**src/rtl/lbts_ram.sv**
```systemverilog
// Generic single write port, single read port RAM with registered read data.
module lbts_ram #(
	parameter int WIDTH = 8,
	parameter int DEPTH = 16
) (
	input  logic                     clk,
	input  logic                     we,
	input  logic [$clog2(DEPTH)-1:0] waddr,
	input  logic [WIDTH-1:0]         wdata,
	input  logic [$clog2(DEPTH)-1:0] raddr,
	output logic [WIDTH-1:0]         rdata
);

	logic [WIDTH-1:0] mem [DEPTH];

	always_ff @(posedge clk) begin
		if (we) begin
			mem[waddr] <= wdata;
		end
		rdata <= mem[raddr];
	end

endmodule
```
**config.mk**
```make
export PLATFORM = sky130hd
export DESIGN_NAME = lbts_ram
export DESIGN_NICKNAME = d
export VERILOG_FILES = /design/src/rtl/lbts_ram.sv
export SDC_FILE = /design/constraint.sdc
export NUM_CORES = 1
export LEC_CHECK = 0
export ABC_AREA = 0
export ABC_CLOCK_PERIOD_IN_PS = 4700
export BUFFER_PORTS_ARGS = -buffer_cell sky130_fd_sc_hd__buf_2
export CAP_MARGIN = 20
export CELL_PAD_IN_SITES_DETAIL_PLACEMENT = 2
export CELL_PAD_IN_SITES_GLOBAL_PLACEMENT = 2
export CORE_ASPECT_RATIO = 0.9
export CORE_MARGIN = 2
export CORE_UTILIZATION = 38
export CTS_CLUSTER_SIZE = 16
export DETAILED_ROUTE_END_ITERATION = 10
export GPL_TIMING_DRIVEN = 0
export PLACE_DENSITY_LB_ADDON = 0.1
export SYNTH_ARGS = -nofsm -noshare
export SYNTH_HDL_FRONTEND = slang
export SYNTH_SLANG_ARGS = --single-unit
```
**constraint.sdc**
```tcl
create_clock -name clk -period 4.7 [get_ports clk]
set_input_delay 0.705 -clock clk [delete_from_list [all_inputs] [get_ports clk]]
set_output_delay 0.705 -clock clk [all_outputs]
set_load 0.1 [all_outputs]
```
==> results_dict.tcl <==
set metrics [dict create \
    synth_top_family_by_area "multiplexers" \
    skew_ps 5.49 \
    ys_dominant_reg_cell "edfxtp_1" \
    finalMaxSlewViolations 0 \
    netlist_instances 229 \
    power_switching_mw 0.610 \
    grt_use_met3 0.0528 \
    yosysMostFrequentCell "edfxtp_1" \
    swShare 0.209 \
    clk-insertion-delay-late_ps 420 \
    grt_max_degree 17 \
    setup_violations 0 \
    root_buffer "clkbuf_16" \
    drt_wl_total_um 11600 \
    synth_cell_type_count 19 \
    dp.cells 425 \
    hold_path.class "reg -> reg" \
    timing.slew.headroom 0.397 \
    cts_tree "done" \
    synth_area_mm2 0.00515 \
    die-area_mm2 0.0145 \
    synth_top_cell_by_area "edfxtp_1" \
    place_hpwl_um 7480 \
    io_buffers 24 \
    p_per_area_mw_per_mm2 477 \
    ios 26 \
    cts_buffer_depth 2 \
    final_cells 457 \
    grt_antenna_before_repair 0 \
    gr-total-overflow 0 \
    end_kind "flop" \
    wl_per_cell_um 25.4 \
    fin_crit_ps 2080 \
    met2_usage 0.269 \
    drt_first_pass_iters 4 \
    outcome "finished, final reports clean" \
    diodes 0 \
    ant_nets 0 \
    power.leakage_nw 2.07 \
    gr-usage-met1 0.245 \
    num_rows 40 \
    syn_avg_cell_area_um2 22.5 \
    seqPwrFrac 0.467 \
    cts_resized 0 \
    intPower_mw 2.31 \
    globalRouteTotalUtil 0.175 \
    synth_compound_area_frac 0.0233 \
    combPwrFrac 0.066 \
    arrival_ps 2200 \
    synth_fa_ha_area_frac 0 \
    synth-seq-area-share 0.778 \
    finalWeightedCongestion 0.674 \
    synth_seq_cells 136 \
    cp-start-kind "primary input" \
    synth_edf_count 128 \
    h-tree-depth 4 \
    tns_ps 0 \
    cts_hold_buffers 0 \
    vias 2371 \
    synthXorXnorAreaFrac 0 \
    maxCapViolCount 0 \
    drtIter0Drc 137 \
    cts_buffers 17 \
    initial_utilization 0.387 \
    yosysWarnings 0 \
    synth_top_cell_area_share 0.747 \
    worstPathMaxFanout 5 \
    busiest_layer "met2" \
    synth-simple-area-share 0.0318 \
    grt_pass1_wl_um 17300 \
    rsz0062_at_grt "no" \
    fmax_mhz 480 \
    critPathKind "in -> reg" \
    hold_violations 0 \
    grt_pass1_vias 2594 \
    synthTopCellsByCount "edfxtp_1, mux4_2, a22oi_1, mux4_1, nor2_1" \
    tightest_slew_ps 901 \
    die_y_um 114 \
    synth_mux_area_frac 0.150 \
    power.share.clock 0.467 \
    cts.sinks 136 \
    ir_worst_vdd_mv 0.311 \
    drc 0 \
    fin_nets 294 \
    core-area_mm2 0.0133 \
    clk_pin_slew_ps 50 \
    drive_gt1_frac 0.301 \
    crit_required_ps 4820 \
    synthArstFlopShare 0 \
    die_x_um 127 \
    area_growth_pct 18.9 \
    synth_nets 247 \
    fin_crit_sh 0.443 \
    post_drt_via_cell_ratio 5.19 \
    yosys-top-cells-area "edfxtp_1, mux4_2, mux4_1, dfxtp_1, a22oi_1" \
    post_cts_buffers 0 \
]
==> stage by stage <==
step           instance area [um2]  worst slack (ps)   util  total power, mW  hold slack, ps
2_1_floorplan                 5150              2500      -             1.51             629
3_3_place_gp                  5480              1810  0.411             1.58             668
3_5_place_dp                  5500              2180  0.413             1.58             678
4_1_cts                       6120              2610  0.460             2.96             695
5_1_grt                       6120              2550  0.460             3.01             703
6_report                      6120              2620  0.460             2.92             693
==> metal layers <==
layer	part of all wire	wire, um
met5	0	0
met4	0.0095	110
met3	0.038	447
met2	0.47	5450
met1	0.48	5610
==> final timing paths <==
path	from	end	slack, ps	cells past startpoint
max	waddr[2]	mem[0][2]	2620	4
min reg2reg	mem[11][3]	rdata[3]	690	3
max reg2reg	mem[4][1]	rdata[1]	3260	3
min	mem[11][3]	rdata[3]	690	3
==> layout by cell type (no fill, tap or decap), drive strengths merged <==
master         instances
a22oi                 16
and2                   1
and2b                  1
buf                   35
bufinv                 3
clkbuf                24
clkdlybuf4s25          3
clkinv                 4
clkinvlp               1
dfxtp                  8
edfxtp               128
mux4                  32
nand2                  9
nand2b                 2
nand3                  1
nand3b                 2
nor2                  13
nor2b                  1
nor3                   4
or3b                   1
==> power by group through the flow <==
stage               Clock, mW  Combinational (mW)  Sequential (mW)
finish                   1.37               0.193             1.36
global route             1.44               0.205             1.37
CTS                      1.40               0.197             1.36
detailed placement          0               0.196             1.39
global placement            0               0.191             1.39
floorplan                   0              0.0688             1.45
==> registers in the layout (all words and copies together) (netlist names) <==
signal,cells
rdata,8
mem,128
==> critical path, stage by stage <==
cell and delay [ps]:
buf_2 110, or3b_2 550, nor3_1 530, buf_2 300
==> cells by family (layout without fill, tap and decap cells) <==
family,Yosys count,count (layout)
flip-flops,136,136
AND/OR/NAND/NOR,35,35
multiplexers,32,32
AO/OA/AOI/OAI,16,16
buffers and inverters,10,70
==> cell type report <==
class	count	area, um2
Tap cell	168	210
Fill cell	1195	7190
Multi-Input combinational cell	83	1060
Timing Repair Buffer	28	145
Clock inverter	8	118
Sequential cell	136	4000
Buffer	10	86.3
Clock buffer	24	502
Note: power is estimated with default switching activity, not from simulation.
